## src/mftm_pkg.sv

```systemverilog
// Shared types and constants of the motor fault timer monitor.
// Field widths, flag bit positions, register map and per-channel state record.
// No dependencies.
package mftm_pkg;

    localparam int ADC_W  = 12;
    localparam int TIME_W = 16;
    localparam int SUM_W  = 16;
    localparam int FLAG_W = 4;
    localparam int CH_W   = 1;
    localparam int ADDR_W = 5;
    localparam int DATA_W = 32;

    // flag and pending bit positions
    localparam int FLAG_LOAD  = 0;
    localparam int FLAG_CUR   = 1;
    localparam int FLAG_OVER  = 2;
    localparam int FLAG_UNDER = 3;

    typedef enum logic [2:0] {
        REG_STALL_THRESHOLD   = 3'd0,
        REG_OVERCURRENT_LEVEL = 3'd1,
        REG_TRIP_TIME         = 3'd2,
        REG_RECOVERY_TIME     = 3'd3,
        REG_MAX_VOLTAGE       = 3'd4,
        REG_MIN_VOLTAGE       = 3'd5,
        REG_VOLTAGE_DEBOUNCE  = 3'd6
    } reg_idx_t;

    localparam logic [ADC_W-1:0]  RST_STALL_THRESHOLD   = 12'd2976;
    localparam logic [ADC_W-1:0]  RST_OVERCURRENT_LEVEL = 12'd4095;
    localparam logic [TIME_W-1:0] RST_TRIP_TIME         = 16'd500;
    localparam logic [TIME_W-1:0] RST_RECOVERY_TIME     = 16'd3000;
    localparam logic [ADC_W-1:0]  RST_MAX_VOLTAGE       = 12'd0;
    localparam logic [ADC_W-1:0]  RST_MIN_VOLTAGE       = 12'd0;
    localparam logic [TIME_W-1:0] RST_VOLTAGE_DEBOUNCE  = 16'd500;

    typedef struct packed {
        logic [ADC_W-1:0]  last_current;
        logic [SUM_W-1:0]  delta_sum;
        logic [FLAG_W-1:0] pending;
        logic [FLAG_W-1:0] flags;
        logic [TIME_W-1:0] load_trip_cnt;
        logic [TIME_W-1:0] load_recover_cnt;
        logic [TIME_W-1:0] cur_trip_cnt;
        logic [TIME_W-1:0] cur_recover_cnt;
        logic [TIME_W-1:0] overvolt_cnt;
        logic [TIME_W-1:0] undervolt_cnt;
    } ch_state_t;

    // one latched or following flag after a tick
    typedef struct packed {
        logic              flag;
        logic [TIME_W-1:0] trip_cnt;
        logic [TIME_W-1:0] recover_cnt;
    } flag_step_t;

endpackage

```

## src/motor_fault_timer_monitor_core.sv

```systemverilog
// Motor fault timer monitor: per-channel overload, overcurrent and voltage flags.
// Single-pass datapath between an input register and a result register.
// Depends on mftm_pkg.
//
//  Port group     Direction  Handshake           Payload
//  --------------------------------------------------------------------------------
//  item input     in         in_valid/in_ready   kind, channel, current_sample,
//                                                 voltage_sample
//  flag result    out        out_valid/out_ready overload, overcurrent, overvoltage,
//                                                 undervoltage
//  configuration  in/out     APB, pready = 1     paddr, pwdata, prdata
//
// One item per clock while results are taken; each accepted request is held in the
// input register, then its result is loaded into the result register. Channel state
// updates at the edge that loads the result register, so the next item already sees
// it.
// rst_n clears all channel state and restores the register reset values.
// A stalled result holds the result register; the input register still takes one
// request, after which in_ready drops until the result moves on.
module motor_fault_timer_monitor_core #(
    parameter int CHANNELS = 2
) (
    input  logic                         clk,
    input  logic                         rst_n,

    input  logic                         in_valid,
    output logic                         in_ready,
    input  logic                         kind,
    input  logic [mftm_pkg::CH_W-1:0]    channel,
    input  logic [mftm_pkg::ADC_W-1:0]   current_sample,
    input  logic [mftm_pkg::ADC_W-1:0]   voltage_sample,

    output logic                         out_valid,
    input  logic                         out_ready,
    output logic                         overload,
    output logic                         overcurrent,
    output logic                         overvoltage,
    output logic                         undervoltage,

    input  logic                         psel,
    input  logic                         penable,
    input  logic                         pwrite,
    input  logic [mftm_pkg::ADDR_W-1:0]  paddr,
    input  logic [mftm_pkg::DATA_W-1:0]  pwdata,
    output logic [mftm_pkg::DATA_W-1:0]  prdata,
    output logic                         pready
);

    localparam int ADC_W  = mftm_pkg::ADC_W;
    localparam int TIME_W = mftm_pkg::TIME_W;
    localparam int SUM_W  = mftm_pkg::SUM_W;
    localparam int FLAG_W = mftm_pkg::FLAG_W;
    localparam int CH_W   = mftm_pkg::CH_W;
    localparam int DATA_W = mftm_pkg::DATA_W;

    // configuration registers
    logic [ADC_W-1:0]  stall_threshold_reg;
    logic [ADC_W-1:0]  overcurrent_level_reg;
    logic [TIME_W-1:0] trip_time_reg;
    logic [TIME_W-1:0] recovery_time_reg;
    logic [ADC_W-1:0]  max_voltage_reg;
    logic [ADC_W-1:0]  min_voltage_reg;
    logic [TIME_W-1:0] voltage_debounce_reg;

    mftm_pkg::reg_idx_t cfg_idx;
    logic               cfg_write;

    // input register
    logic              in_valid_reg;
    logic              kind_reg;
    logic [CH_W-1:0]   channel_reg;
    logic [ADC_W-1:0]  current_reg;
    logic [ADC_W-1:0]  voltage_reg;

    // result register
    logic              out_valid_reg;
    logic [FLAG_W-1:0] flags_out_reg;
    logic [FLAG_W-1:0] flags_out_next;

    mftm_pkg::ch_state_t ch_state_reg [CHANNELS];
    mftm_pkg::ch_state_t cur_st;
    mftm_pkg::ch_state_t ch_state_next;

    logic advance;
    logic in_range;

    logic signed [ADC_W:0]   diff;
    logic signed [SUM_W+1:0] sum_wide;
    logic [SUM_W-1:0]        sum_sat;
    logic                    load_pend;
    logic                    volt_enable;
    mftm_pkg::flag_step_t    load_step;
    mftm_pkg::flag_step_t    cur_step;
    mftm_pkg::flag_step_t    over_step;
    mftm_pkg::flag_step_t    under_step;

    // trip after trip_t ticks of pending, then auto-clear after rec_t ticks
    function automatic mftm_pkg::flag_step_t latch_step(
        input logic              pend,
        input logic              flag,
        input logic [TIME_W-1:0] trip_cnt,
        input logic [TIME_W-1:0] rec_cnt,
        input logic [TIME_W-1:0] trip_t,
        input logic [TIME_W-1:0] rec_t
    );
        mftm_pkg::flag_step_t r;
        logic [TIME_W:0]      trip_inc;
        logic [TIME_W:0]      rec_inc;
        r.flag        = flag;
        r.trip_cnt    = trip_cnt;
        r.recover_cnt = rec_cnt;
        trip_inc      = {1'b0, trip_cnt} + {{TIME_W{1'b0}}, 1'b1};
        if (pend) begin
            if (trip_inc >= {1'b0, trip_t}) begin
                r.trip_cnt = '0;
                r.flag     = 1'b1;
            end else begin
                r.trip_cnt = trip_inc[TIME_W-1:0];
            end
        end else begin
            r.trip_cnt = '0;
        end
        rec_inc = {1'b0, rec_cnt} + {{TIME_W{1'b0}}, 1'b1};
        // a flag that trips on this tick counts the same tick toward recovery
        if (r.flag) begin
            if (rec_inc >= {1'b0, rec_t}) begin
                r.recover_cnt = '0;
                r.flag        = 1'b0;
            end else begin
                r.recover_cnt = rec_inc[TIME_W-1:0];
            end
        end
        return r;
    endfunction

    // set after the debounce time, drop at once when the condition goes away
    function automatic mftm_pkg::flag_step_t follow_step(
        input logic              pend,
        input logic              flag,
        input logic [TIME_W-1:0] cnt,
        input logic [TIME_W-1:0] deb_t
    );
        mftm_pkg::flag_step_t r;
        logic [TIME_W:0]      cnt_inc;
        r.flag        = flag;
        r.trip_cnt    = cnt;
        r.recover_cnt = '0;
        cnt_inc       = {1'b0, cnt} + {{TIME_W{1'b0}}, 1'b1};
        if (pend) begin
            if (cnt_inc >= {1'b0, deb_t}) begin
                r.trip_cnt = '0;
                r.flag     = 1'b1;
            end else begin
                r.trip_cnt = cnt_inc[TIME_W-1:0];
            end
        end else begin
            r.trip_cnt = '0;
            r.flag     = 1'b0;
        end
        return r;
    endfunction

    //--------------------------------------------------------------------------
    // configuration port
    //--------------------------------------------------------------------------
    assign pready    = 1'b1;
    assign cfg_idx   = mftm_pkg::reg_idx_t'(paddr[mftm_pkg::ADDR_W-1:2]);
    assign cfg_write = psel && penable && pwrite && pready;

    always_ff @(posedge clk or negedge rst_n)
    begin
        if (!rst_n)
        begin
            stall_threshold_reg   <= mftm_pkg::RST_STALL_THRESHOLD;
            overcurrent_level_reg <= mftm_pkg::RST_OVERCURRENT_LEVEL;
            trip_time_reg         <= mftm_pkg::RST_TRIP_TIME;
            recovery_time_reg     <= mftm_pkg::RST_RECOVERY_TIME;
            max_voltage_reg       <= mftm_pkg::RST_MAX_VOLTAGE;
            min_voltage_reg       <= mftm_pkg::RST_MIN_VOLTAGE;
            voltage_debounce_reg  <= mftm_pkg::RST_VOLTAGE_DEBOUNCE;
        end
        else if (cfg_write)
        begin
            unique case (cfg_idx)
                mftm_pkg::REG_STALL_THRESHOLD:   stall_threshold_reg   <= pwdata[ADC_W-1:0];
                mftm_pkg::REG_OVERCURRENT_LEVEL: overcurrent_level_reg <= pwdata[ADC_W-1:0];
                mftm_pkg::REG_TRIP_TIME:         trip_time_reg         <= pwdata[TIME_W-1:0];
                mftm_pkg::REG_RECOVERY_TIME:     recovery_time_reg     <= pwdata[TIME_W-1:0];
                mftm_pkg::REG_MAX_VOLTAGE:       max_voltage_reg       <= pwdata[ADC_W-1:0];
                mftm_pkg::REG_MIN_VOLTAGE:       min_voltage_reg       <= pwdata[ADC_W-1:0];
                mftm_pkg::REG_VOLTAGE_DEBOUNCE:  voltage_debounce_reg  <= pwdata[TIME_W-1:0];
                default: ;
            endcase
        end
    end

    always_comb
    begin
        unique case (cfg_idx)
            mftm_pkg::REG_STALL_THRESHOLD:
                prdata = {{(DATA_W-ADC_W){1'b0}}, stall_threshold_reg};
            mftm_pkg::REG_OVERCURRENT_LEVEL:
                prdata = {{(DATA_W-ADC_W){1'b0}}, overcurrent_level_reg};
            mftm_pkg::REG_TRIP_TIME:
                prdata = {{(DATA_W-TIME_W){1'b0}}, trip_time_reg};
            mftm_pkg::REG_RECOVERY_TIME:
                prdata = {{(DATA_W-TIME_W){1'b0}}, recovery_time_reg};
            mftm_pkg::REG_MAX_VOLTAGE:
                prdata = {{(DATA_W-ADC_W){1'b0}}, max_voltage_reg};
            mftm_pkg::REG_MIN_VOLTAGE:
                prdata = {{(DATA_W-ADC_W){1'b0}}, min_voltage_reg};
            mftm_pkg::REG_VOLTAGE_DEBOUNCE:
                prdata = {{(DATA_W-TIME_W){1'b0}}, voltage_debounce_reg};
            default:
                prdata = '0;
        endcase
    end

    //--------------------------------------------------------------------------
    // handshake
    //--------------------------------------------------------------------------
    assign advance  = in_valid_reg && (!out_valid_reg || out_ready);
    assign in_ready = !in_valid_reg || advance;

    assign out_valid    = out_valid_reg;
    assign overload     = flags_out_reg[mftm_pkg::FLAG_LOAD];
    assign overcurrent  = flags_out_reg[mftm_pkg::FLAG_CUR];
    assign overvoltage  = flags_out_reg[mftm_pkg::FLAG_OVER];
    assign undervoltage = flags_out_reg[mftm_pkg::FLAG_UNDER];

    always_ff @(posedge clk or negedge rst_n)
    begin
        if (!rst_n)
        begin
            in_valid_reg  <= 1'b0;
            out_valid_reg <= 1'b0;
        end
        else
        begin
            if (in_ready)
            begin
                in_valid_reg <= in_valid;
            end
            if (advance)
            begin
                out_valid_reg <= 1'b1;
            end
            else if (out_ready)
            begin
                out_valid_reg <= 1'b0;
            end
        end
    end

    always_ff @(posedge clk)
    begin
        if (in_ready && in_valid)
        begin
            kind_reg    <= kind;
            channel_reg <= channel;
            current_reg <= current_sample;
            voltage_reg <= voltage_sample;
        end
        if (advance)
        begin
            flags_out_reg <= flags_out_next;
        end
    end

    //--------------------------------------------------------------------------
    // per-item update
    //--------------------------------------------------------------------------
    assign in_range    = (int'(channel_reg) < CHANNELS);
    assign volt_enable = (max_voltage_reg != '0) && (min_voltage_reg != '0);

    always_comb
    begin
        cur_st = in_range ? ch_state_reg[channel_reg] : '0;

        // saturating running sum of current changes
        diff     = $signed({1'b0, current_reg}) - $signed({1'b0, cur_st.last_current});
        sum_wide = $signed({{2{cur_st.delta_sum[SUM_W-1]}}, cur_st.delta_sum})
                   + $signed({{(SUM_W+1-ADC_W){diff[ADC_W]}}, diff});
        if (sum_wide > $signed((SUM_W+2)'(2 ** (SUM_W-1) - 1)))
        begin
            sum_sat = {1'b0, {(SUM_W-1){1'b1}}};
        end
        else if (sum_wide < -$signed((SUM_W+2)'(2 ** (SUM_W-1))))
        begin
            sum_sat = {1'b1, {(SUM_W-1){1'b0}}};
        end
        else
        begin
            sum_sat = sum_wide[SUM_W-1:0];
        end
        load_pend = !sum_sat[SUM_W-1] && (sum_sat != '0)
                    && (sum_sat >= {{(SUM_W-ADC_W){1'b0}}, stall_threshold_reg});

        load_step  = latch_step(cur_st.pending[mftm_pkg::FLAG_LOAD],
                                cur_st.flags[mftm_pkg::FLAG_LOAD],
                                cur_st.load_trip_cnt, cur_st.load_recover_cnt,
                                trip_time_reg, recovery_time_reg);
        cur_step   = latch_step(cur_st.pending[mftm_pkg::FLAG_CUR],
                                cur_st.flags[mftm_pkg::FLAG_CUR],
                                cur_st.cur_trip_cnt, cur_st.cur_recover_cnt,
                                trip_time_reg, recovery_time_reg);
        over_step  = follow_step(cur_st.pending[mftm_pkg::FLAG_OVER],
                                 cur_st.flags[mftm_pkg::FLAG_OVER],
                                 cur_st.overvolt_cnt, voltage_debounce_reg);
        under_step = follow_step(cur_st.pending[mftm_pkg::FLAG_UNDER],
                                 cur_st.flags[mftm_pkg::FLAG_UNDER],
                                 cur_st.undervolt_cnt, voltage_debounce_reg);

        ch_state_next = cur_st;
        if (!kind_reg)
        begin
            ch_state_next.delta_sum    = sum_sat;
            ch_state_next.last_current = current_reg;
            ch_state_next.pending[mftm_pkg::FLAG_LOAD] = load_pend;
            ch_state_next.pending[mftm_pkg::FLAG_CUR]  = (current_reg >= overcurrent_level_reg);
            // both limits must be set, else hold the voltage conditions
            if (volt_enable)
            begin
                ch_state_next.pending[mftm_pkg::FLAG_OVER]  = (voltage_reg >= max_voltage_reg);
                ch_state_next.pending[mftm_pkg::FLAG_UNDER] = (voltage_reg <= min_voltage_reg);
            end
        end
        else
        begin
            ch_state_next.flags[mftm_pkg::FLAG_LOAD]  = load_step.flag;
            ch_state_next.load_trip_cnt               = load_step.trip_cnt;
            ch_state_next.load_recover_cnt            = load_step.recover_cnt;
            ch_state_next.flags[mftm_pkg::FLAG_CUR]   = cur_step.flag;
            ch_state_next.cur_trip_cnt                = cur_step.trip_cnt;
            ch_state_next.cur_recover_cnt             = cur_step.recover_cnt;
            ch_state_next.flags[mftm_pkg::FLAG_OVER]  = over_step.flag;
            ch_state_next.overvolt_cnt                = over_step.trip_cnt;
            ch_state_next.flags[mftm_pkg::FLAG_UNDER] = under_step.flag;
            ch_state_next.undervolt_cnt               = under_step.trip_cnt;
        end

        flags_out_next = in_range ? ch_state_next.flags : '0;
    end

    always_ff @(posedge clk or negedge rst_n)
    begin
        if (!rst_n)
        begin
            for (int i = 0; i < CHANNELS; i++)
            begin
                ch_state_reg[i] <= '0;
            end
        end
        else
        begin
            for (int i = 0; i < CHANNELS; i++)
            begin
                if (advance && in_range && (int'(channel_reg) == i))
                begin
                    ch_state_reg[i] <= ch_state_next;
                end
            end
        end
    end

    //--------------------------------------------------------------------------
    // assertions
    //--------------------------------------------------------------------------
    a_ready_only_when_full: assert property (@(posedge clk) disable iff (!rst_n)
        !in_ready |-> (in_valid_reg && out_valid_reg && !out_ready))
        else $error("in_ready low without a stalled result");

    a_advance_loads_result: assert property (@(posedge clk) disable iff (!rst_n)
        advance |=> out_valid_reg)
        else $error("processed request did not produce a result");

    a_result_held_on_stall: assert property (@(posedge clk) disable iff (!rst_n)
        (out_valid_reg && !out_ready) |=> (out_valid_reg && $stable(flags_out_reg)))
        else $error("stalled result changed");

    for (genvar g = 0; g < CHANNELS; g++)
    begin : g_cnt_chk
        // counters wrap to zero on reaching their limit, so all-ones is never stored
        a_cnt_below_max: assert property (@(posedge clk) disable iff (!rst_n)
            (ch_state_reg[g].load_trip_cnt != '1) && (ch_state_reg[g].cur_trip_cnt != '1)
            && (ch_state_reg[g].load_recover_cnt != '1)
            && (ch_state_reg[g].cur_recover_cnt != '1)
            && (ch_state_reg[g].overvolt_cnt != '1) && (ch_state_reg[g].undervolt_cnt != '1))
            else $error("debounce counter reached all ones");
    end

endmodule
```

## config.mk

```make
export PLATFORM = sky130hd
export DESIGN_NAME = motor_fault_timer_monitor_core
export DESIGN_NICKNAME = d
export VERILOG_FILES = /design/src/mftm_pkg.sv /design/src/motor_fault_timer_monitor_core.sv
export SDC_FILE = /design/constraint.sdc
export NUM_CORES = 1
export LEC_CHECK = 0
export BUFFER_PORTS_ARGS = -buffer_cell sky130_fd_sc_hd__buf_2
export CAP_MARGIN = 0
export CORE_MARGIN = 2
export CORE_UTILIZATION = 45
export CTS_CLUSTER_DIAMETER = 150
export DETAILED_ROUTE_END_ITERATION = 8
export PLACE_DENSITY = 0.64
export SLEW_MARGIN = 20
export SYNTH_ARGS = -nofsm -noshare
export SYNTH_HDL_FRONTEND = slang
export SYNTH_SLANG_ARGS = --single-unit
export TNS_END_PERCENT = 30
```

## constraint.sdc

```tcl
create_clock -name clk -period 7.4 [get_ports clk]
set_clock_uncertainty 0.15 [all_clocks]
set_input_delay 0.37 -clock clk [delete_from_list [all_inputs] [get_ports clk]]
set_output_delay 0.37 -clock clk [all_outputs]
set_load 0.02 [all_outputs]
```

==> results of run 1 <==
-- logic make-up (layout without fill, tap and decap cells) --
kind of cell | count (synthesis) | count (layout) | share of synthesized area, %
xor+xnor | 103 | 103 | 3.54
compound gates | 713 | 713 | 18.5
buf+inv | 286 | 365 | 5.10
fa+ha+maj | 188 | 188 | 9.20
flops | 392 | 392 | 39.2
other cells | 2 | 17 | 0.0294
simple gates | 737 | 737 | 14.4
mux | 234 | 234 | 10.1
-- stage by stage --
step                      utilization (%)  hold slack, ns  instance area, µm²
final                                50.7           0.117               28500
after detailed placement             46.9           0.312               26400
after CTS                            50.6          0.0759               28500
after global placement               46.9           0.303               26400
after floorplan                         -         -0.0756               25600
after global routing                 50.7          0.0804               28500
-- path summary, 6_finish.rpt --
kind                                   start  slack [ns]                       end  depth (start not counted)
max in group asynchronous              rst_n        5.32          ch_state_reg[63]                          3
min reg2reg                ch_state_reg[228]        0.32         ch_state_reg[228]                          1
min                                pwdata[0]        0.12  overcurrent_level_reg[0]                          2
min in group asynchronous              rst_n        0.24          ch_state_reg[27]                          2
max reg2reg                      channel_reg        0.76         ch_state_reg[232]                         29
max                              channel_reg        0.76         ch_state_reg[232]                         29
-- timing repair --
| action | 4_1_cts | 5_1_grt |
|---|---|---|
| buffers inserted | 0 | 0 |
| hold buffers | 45 | 0 |
| endpoints found under the hold margin | 208 | 0 |
-- cell usage in the layout, fill, tap and decap left out, types with 29 or more instances in the layout --
cell	n
nand2_1	278
mux2_2	129
a21o_1	36
o21ai_0	229
ha_1	178
clkbuf_16	46
dlygate4sd3_1	45
inv_1	132
a22o_1	41
nor3_1	43
nor2_1	124
a31oi_1	29
a21oi_1	134
nand3_1	51
nor2b_1	57
buf_2	72
xor2_1	54
edfxtp_1	30
o31ai_1	29
mux2i_1	100
dfstp_2	36
xnor2_1	48
dfrtp_1	326
-- where the power goes --
group	internal, mW	total [mW]	leakage, nW	switching [mW]
combinational	1.45	3.52	7.08	2.06
clock	1.53	2.48	0.803	0.949
sequential	2.55	2.81	4.87	0.261
-- worst max-delay path: cells and delay by family (launching register included) --
family | cells | cell delay, ns
buffers and inverters | 1 | 0.06
DFF | 1 | 0.55
adders and majority gates | 4 | 1.17
xor gates and xnor gates | 1 | 0.49
muxes | 1 | 0.29
and+or+nand+nor | 3 | 0.62
AOI/OAI and AO/OA | 19 | 3.18
-- per-layer routing --
layer	wire length (µm)	GRT usage [%]
met5	0	0
met4	2850	10.0
met3	3530	3.47
met2	32900	39.0
met1	31300	31.8
-- layout make-up --
cell class | count | area (µm²) | share of cell area [%]
tap | 756 | 946 | 3.32
inverter | 132 | 495 | 1.74
multi-input combinational | 1992 | 14300 | 50.3
clock buffer | 64 | 1280 | 4.49
timing repair buffer | 148 | 1080 | 3.79
clock inverter | 21 | 365 | 1.28
sequential | 392 | 10000 | 35.1
==> metrics.txt, run 1 <==
status finished, final reports clean; fmax 151 MHz; CTS tree yes; Final setup viols 0; Post-synth EDFFs 30; Tcrit/Tclk final between 80 and 90%; Tot Pwr 8.81 mW; max_slew headroom around 27%; Largest register FFs approximately 260; Area growth syn-to-layout 11.7%; number of placed I/O pins 109; full die area about 0.06 mm²; initial core utilization between 40% and 50%; Clock Latency Late Sink just over 0.6 ns; final worst slack 0.764 ns; Slew Viols, Final 0; DIE WIDTH 242 µm; Post-synth top cells dfrtp_1 (326), nand2_1 (281), o21ai_0 (230); final hold vios 0; share of the yosys chip area belonging to registers 39.2%; # diodes 0; Mapped Area 0.0255 mm²; global-route wire length before repair between 100 and 150 mm; PortBufs 73; P_leak about 13 nW; crit path kind flip-flop to flip-flop; power per cell area 309 mW/mm²; # clock sinks 392; # DRC 0; Setup crit end kind flip-flop; Post-DRT Antenna Nets 0; CP arrival around 7.0 ns; Final min period 6.64 ns; vias in the first global route 20500; clock buffer depth 3; pre-CTS setup slack 0.849 ns; htree depth 2; CP startpoint kind flip-flop; Routed WL 70.6 mm; share of cells above drive strength 1 approximately 15%; GPL Wtd Cong 0.900; Yosys reg bits 392; largest net degree at the start of global routing 185; Fill cells between 5000 and 6000; Slowest cell on crit path edfxtp_1; CP max stage delay 0.55 ns; nets@finish 2962; Mapped Cells 2655; post-placement cell count 3375; drt wl/cell 20.2 µm; CP Data Required Time 7.73 ns; Vias slightly above 20000; clock-pin slew on the worst setup and hold paths 0.06 ns; top cell type's share of synthesized area 32.0%; post-DP HPWL 49.2 mm; vias per cell 5.89; Unique masters post-synth just under 100; Worst Tran Pin Value approximately 1.1 ns; synth top area cells dfrtp_1 (32%), ha_1 (8.7%), mux2_2 (5.7%); All-Layer GR Usage 23.9%; unrepaired setup endpoints after global routing no; final cell count without fillers 3505; maximum vdd drop between 0.0004 and 0.0005 V; ys flop type dfrtp_1; Num CTS Buffers 46; Hold/Removal Path Class input port to flip-flop; die height approximately 240 µm; CORE AREA 0.0563 mm²; Max Cap Violations 0; dominant cell by count in the synthesized netlist dfrtp_1; grt total ovfl 0; Yosys top cell by area dfrtp_1; yosys warns 0; row count 87; DR pass1 iterations 5; number of gates resized after CTS 0; CTS root buf clkbuf_16; Syn Area/Cell 9.61 µm²; Post-synth ARST share 92.3%; crit-path max FO 11; initial DRC count 1484; initial antenna violation count 1; Final TNS setup 0 ns
No activity file was read; power rests on OpenSTA's default activity.
==> inputs of run 2 (changes only) <==
Settings changed: CORE_ASPECT_RATIO set to 1.25, MAX_ROUTING_LAYER set to met4, PLACE_DENSITY 0.64 to unset, PLACE_DENSITY_LB_ADDON set to 0.12.
==> metrics.txt, run 2 (same netlist as run 1, synthesis figures left out) <==
power per cell area 310 mW/mm² (was 309 mW/mm²); row count 97 (was 87); cts hold-fix bufs 45 (unchanged); clock buffer depth 3 (unchanged); die height 270 µm (was 242 µm); largest net degree at the start of global routing 164 (was 185); Tot Pwr 8.85 mW (was 8.81 mW); Largest register FFs 264 (unchanged); crit-path max FO 18 (was 11); Worst Tran Pin Value 1.02 ns (was 1.09 ns); vias in the first global route 20600 (was 20500); Core Util, Final 50.9% (was 50.7%); full die area 0.0586 mm² (about the same); All-Layer GR Usage 25.6% (was 23.9%); clock-pin slew on the worst setup and hold paths 0.06 ns (about the same); CP startpoint kind flip-flop (unchanged); share of cells above drive strength 1 15.4% (was 15.1%); hold depth 2 (unchanged); CTS tree yes (unchanged); CTS root buf clkbuf_16 (unchanged); # clock sinks 392 (unchanged); initial DRC count 1440 (was 1484); vias per cell 5.84 (was 5.89); CORE AREA 0.0561 mm² (was 0.0563 mm²); commonest non-fill, non-tap cell in the layout dfrtp_1 (unchanged); Hold/Removal Path Class input port to flip-flop (unchanged); Tcrit/Tclk final 92.9% (was 89.7%); PortBufs 73 (unchanged); final hold vios 0 (unchanged); Vias 20400 (was 20600); DR pass1 iterations 5 (unchanged); maximum vdd drop 0.000245 V (was 0.000464 V); CP max stage delay 0.65 ns (was 0.55 ns); global-route wire length before repair 115 mm (was 112 mm); post-DP HPWL 52.1 mm (was 49.2 mm); crit path from channel_reg (unchanged); Slowest cell on crit path o22a_1 (was edfxtp_1); FF-to-FF End ch_state_reg[232] (unchanged); CP arrival 7.20 ns (was 6.97 ns); status finished, final reports clean (unchanged); P_leak 12.8 nW (about the same); nets@finish 2965 (was 2962); initial core utilization 45.5% (was 45.3%); Final TNS setup 0 ns (unchanged); htree depth 2 (unchanged); CP Data Required Time 7.73 ns (about the same); most frequent cells in the layout dfrtp_1 (326), nand2_1 (278), o21ai_0 (229) (unchanged); unrepaired setup endpoints after global routing no (unchanged); Worst R2R Start channel_reg (unchanged); CP endpoint ch_state_reg[232] (unchanged); number of gates resized after CTS 0 (unchanged); CP Buf/Inv Count 0 (was 1); Clock Latency Late Sink 0.62 ns (was 0.61 ns); Slew Viols, Final 0 (unchanged); # DRC 0 (unchanged); GPL Wtd Cong 0.891 (was 0.900); Final setup viols 0 (unchanged); Crit path max-delay family compound AO/OA/AOI/OAI gates (unchanged); # Post-CTS Setup Buffers 0 (unchanged); Num CTS Buffers 45 (was 46); max_slew headroom 32.1% (was 27.4%); Final min period 6.87 ns (was 6.64 ns); Max Cap Violations 0 (unchanged); number of placed I/O pins 109 (unchanged); fmax 145 MHz (was 151 MHz); Setup crit end kind flip-flop (unchanged); Worst R2R Path Depth 27 (was 29); crit path kind flip-flop to flip-flop (unchanged); DIE WIDTH 217 µm (was 242 µm); drt wl/cell 20.8 µm (was 20.2 µm); Area growth syn-to-layout 11.8% (was 11.7%); most used cell, CP a21oi_1; critical path depth 27 (was 29); initial antenna violation count 1 (unchanged); Post-DRT Antenna Nets 0 (unchanged); Reg2Reg Setup Slack 0.53 ns (was 0.76 ns); Routed WL 72.8 mm (was 70.6 mm); grt total ovfl 0 (unchanged)
[run 2: cell types whose count changed in the layout (fill, tap and decap cells not counted), sizes merged]
| cell | before | now |
|---|---|---|
| buf | 103 | 107 |
| bufinv | 9 | 8 |
| clkbuf | 64 | 59 |
| clkinv | 10 | 15 |
| clkinvlp | 1 | 2 |
| diode | 0 | 1 |
| inv | 133 | 132 |
[run 2: worst min path at each step]
stage	start	endpoint	slack, ns
floorplan	rst_n	ch_state_reg[0]	-0.08
global placement	ch_state_reg[141]	ch_state_reg[141]	0.30
detailed placement	ch_state_reg[141]	ch_state_reg[141]	0.31
CTS	pwdata[0]	max_voltage_reg[0]	0.03
global route	pwdata[0]	recovery_time_reg[0]	0.04
finish	pwdata[0]	max_voltage_reg[0]	0.04
[run 2: area by class of cell]
cell class,instances,area (µm²)
Clock buffer,59,1260
Multi-Input combinational cell,1992,14300
Fill cell,5220,27600
Inverter,132,495
Clock inverter,25,388
Sequential cell,392,10000
Timing Repair Buffer,152,1110
Tap cell,742,928
Antenna cell,1,2.50
[run 2: power breakdown]
group          internal (mW)  total (mW)  switching (mW)
registers               2.55        2.81           0.258
logic                   1.45        3.58            2.13
clock network           1.49        2.46           0.971
total                   5.50        8.85            3.36
[run 2: through the flow]
stage               area (µm²)  hold slack [ns]  worst slack, ns  instances
detailed placement       26400            0.309            0.646       3365
finish                   28500           0.0441            0.526       3495
floorplan                25600          -0.0756           0.0112       2670
CTS                      28500           0.0307            0.556       3494
global placement         26400            0.303            0.712       3365
global route             28500           0.0365           0.0897       3495
[run 2: per-layer routing]
metal | global-route usage, % | vias to the layer above | routed length (µm)
met1 | 31.2 | 10000 | 31100
met5 | - | - | 0
met4 | 10.7 | 0 | 3130
met2 | 42.7 | 505 | 35500
li1 | - | 9727 | -
met3 | 3.38 | 164 | 3180
==> inputs of run 3 (changes only) <==
Settings changed: ABC_AREA set to 1.
==> metrics.txt, run 3 <==
status finished, final reports clean (unchanged); Max Cap Violations 0 (unchanged); nets@finish 3749 (was 2965); max_slew headroom 32.3% (was 32.1%); fmax 154 MHz (was 145 MHz); Setup crit end kind flip-flop (unchanged); clock buffer depth 3 (unchanged); CP max stage delay 0.66 ns (was 0.65 ns); commonest non-fill, non-tap cell in the layout nand2_1 (was dfrtp_1); All-Layer GR Usage 26.5% (was 25.6%); CTS root buf clkbuf_16 (unchanged); dominant cell by count in the synthesized netlist nand2_1 (was dfrtp_1); clock-pin slew on the worst setup and hold paths 0.06 ns (about the same); number of placed I/O pins 109 (unchanged); Reg2Reg Setup Slack 0.90 ns (was 0.53 ns); Area growth syn-to-layout 10.5% (was 11.8%); Final setup viols 0 (unchanged); largest net degree at the start of global routing 165 (was 164); cts hold-fix bufs 47 (was 45); share of cells above drive strength 1 10.6% (was 15.4%); Mapped Cells 3457 (was 2655); Worst R2R Path Depth 35 (was 27); PortBufs 73 (unchanged); DIE WIDTH 218 µm (was 217 µm); Worst Tran Pin Value 1.01 ns (was 1.02 ns); Syn Area/Cell 7.47 µm² (was 9.61 µm²); Slowest cell on crit path edfxtp_1 (was o22a_1); htree depth 2 (unchanged); crit-path max FO 19 (was 18); GPL Wtd Cong 0.918 (was 0.891); Routed WL 75.7 mm (was 72.8 mm); vias in the first global route 22500 (was 20600); yosys warns 0 (unchanged); Largest register FFs 264 (unchanged); # DRC 0 (unchanged); Post-DRT Antenna Nets 0 (unchanged); initial core utilization 45.3% (was 45.5%); Post-synth ARST share 92.3% (unchanged); post-DP HPWL 52.0 mm (was 52.1 mm); drt wl/cell 17.7 µm (was 20.8 µm); Yosys reg bits 392 (unchanged); most used cell, CP nand2_1 (was a21oi_1); Num CTS Buffers 44 (was 45); # diodes 0 (was 1); CP arrival 6.83 ns (was 7.20 ns); Tot Pwr 9.80 mW (was 8.85 mW); Final min period 6.50 ns (was 6.87 ns); Worst R2R Start channel_reg (unchanged); Tcrit/Tclk final 87.8% (was 92.9%); global-route wire length before repair 121 mm (was 115 mm); Unique masters post-synth 62 (was 98); Yosys top cell by area dfrtp_1 (unchanged); Vias 22600 (was 20400); crit path kind flip-flop to flip-flop (unchanged); initial antenna violation count 1 (unchanged); Mapped Area 0.0258 mm² (was 0.0255 mm²); number of gates resized after CTS 0 (unchanged); unrepaired setup endpoints after global routing no (unchanged); Hold/Removal Path Class input port to asynchronous set/reset pin (was input port to flip-flop); final hold vios 0 (unchanged); grt total ovfl 0 (unchanged); Final TNS setup 0 ns (unchanged); share of the yosys chip area belonging to registers 38.7% (was 39.2%); ys flop type dfrtp_1 (unchanged); # clock sinks 392 (unchanged); die height 272 µm (was 270 µm); maximum vdd drop 0.000257 V (was 0.000245 V); synth top area cells dfrtp_1 (32%), nand2_1 (19%), ha_1 (8.6%) (was dfrtp_1 (32%), ha_1 (8.7%), mux2_2 (5.7%)); Post-synth top cells nand2_1 (1309), inv_1 (345), dfrtp_1 (326) (was dfrtp_1 (326), nand2_1 (281), o21ai_0 (230)); # Post-CTS Setup Buffers 0 (unchanged); vias per cell 5.27 (was 5.84); DR pass1 iterations 7 (was 5); full die area 0.0593 mm² (was 0.0586 mm²); Post-synth EDFFs 30 (unchanged); CP startpoint kind flip-flop (unchanged); Clock Latency Late Sink 0.61 ns (was 0.62 ns); most frequent cells in the layout nand2_1 (1309), inv_1 (342), dfrtp_1 (326) (was dfrtp_1 (326), nand2_1 (278), o21ai_0 (229)); initial DRC count 1426 (was 1440); CTS tree yes (unchanged); CP Data Required Time 7.73 ns (about the same); CORE AREA 0.0570 mm² (was 0.0561 mm²); P_leak 14.7 nW (was 12.8 nW); row count 98 (was 97); top cell type's share of synthesized area 31.6% (was 32.0%); FF-to-FF End ch_state_reg[232] (unchanged); Slew Viols, Final 0 (unchanged); power per cell area 343 mW/mm² (was 310 mW/mm²)
-- run 3: cell count changes in the layout (fill, tap and decap cells not counted), moves of 29 or more --
cell	change
a21oi_1	-49
o21ai_0	+59
a22o_1	-41
mux2_2	-129
nand3_1	+51
nand2_1	+1031
a21o_1	-33
or2_2	+29
nor2b_1	-57
xnor2_1	-32
mux2i_1	-86
inv_1	+210
-- run 3: kinds of logic (layout without fill, tap and decap cells) --
logic type | Yosys count | after routing | synth area share [%]
AND/OR/NAND/NOR | 1734 | 1734 | 28.5
AO/OA/AOI/OAI | 533 | 533 | 11.6
buffers and inverters | 510 | 573 | 8.66
flip-flops | 392 | 392 | 38.7
adder cells (fa/ha/maj) | 180 | 180 | 8.78
XOR/XNOR | 92 | 92 | 3.12
multiplexers | 14 | 14 | 0.543
other | 2 | 17 | 0.0291
-- run 3: area by class of cell --
| class | count | area [µm²] |
|---|---|---|
| Sequential cell | 392 | 10000 |
| Multi-Input combinational cell | 2570 | 13700 |
| Clock inverter | 20 | 287 |
| Fill cell | 5570 | 28500 |
| Inverter | 352 | 1330 |
| Clock buffer | 62 | 1270 |
| Tap cell | 750 | 938 |
| Timing Repair Buffer | 139 | 1030 |
-- run 3: metal layers --
metal	up-vias	track usage (%)	part of all wire, %
met5	-	-	0
met3	165	3.54	4.4
met4	0	12.5	4.9
li1	11100	-	-
met1	10700	31.3	42
met2	526	44.6	49
-- run 3: worst max path at each step --
| stage | from | to | slack (ns) |
|---|---|---|---|
| after CTS | channel_reg | ch_state_reg[232] | 0.82 |
| after global routing | channel_reg | ch_state_reg[232] | 0.37 |
| after detailed placement | channel_reg | ch_state_reg[232] | 0.84 |
| after global placement | channel_reg | ch_state_reg[232] | 0.95 |
| final | channel_reg | ch_state_reg[232] | 0.90 |
| after floorplan | channel_reg | ch_state_reg[100] | 1.07 |
-- run 3: power by group --
group          switching [mW]  internal [mW]
logic                    2.86           1.49
registers               0.294           2.76
clock network           0.976           1.42
-- run 3: critical path: cells and delay by family (launching register included) --
kind / cells / cell delay [ns]
buffers and inverters: 2 / 0.11
adder cells (fa/ha/maj): 4 / 1.30
AO/OA/AOI/OAI: 12 / 2.32
flip-flops: 1 / 0.66
AND/OR/NAND/NOR: 17 / 1.85
-- run 3: stage by stage --
stage,cells,hold WS [ns],utilization [%],worst slack (ns),area (µm²)
floorplan,3472,-0.0756,-,1.07,25900
global placement,4156,0.223,46.5,0.954,26500
detailed placement,4156,0.218,46.5,0.843,26500
CTS,4285,0.175,50.0,0.819,28500
global route,4285,0.202,50.1,0.368,28500
finish,4285,0.156,50.1,0.904,28500
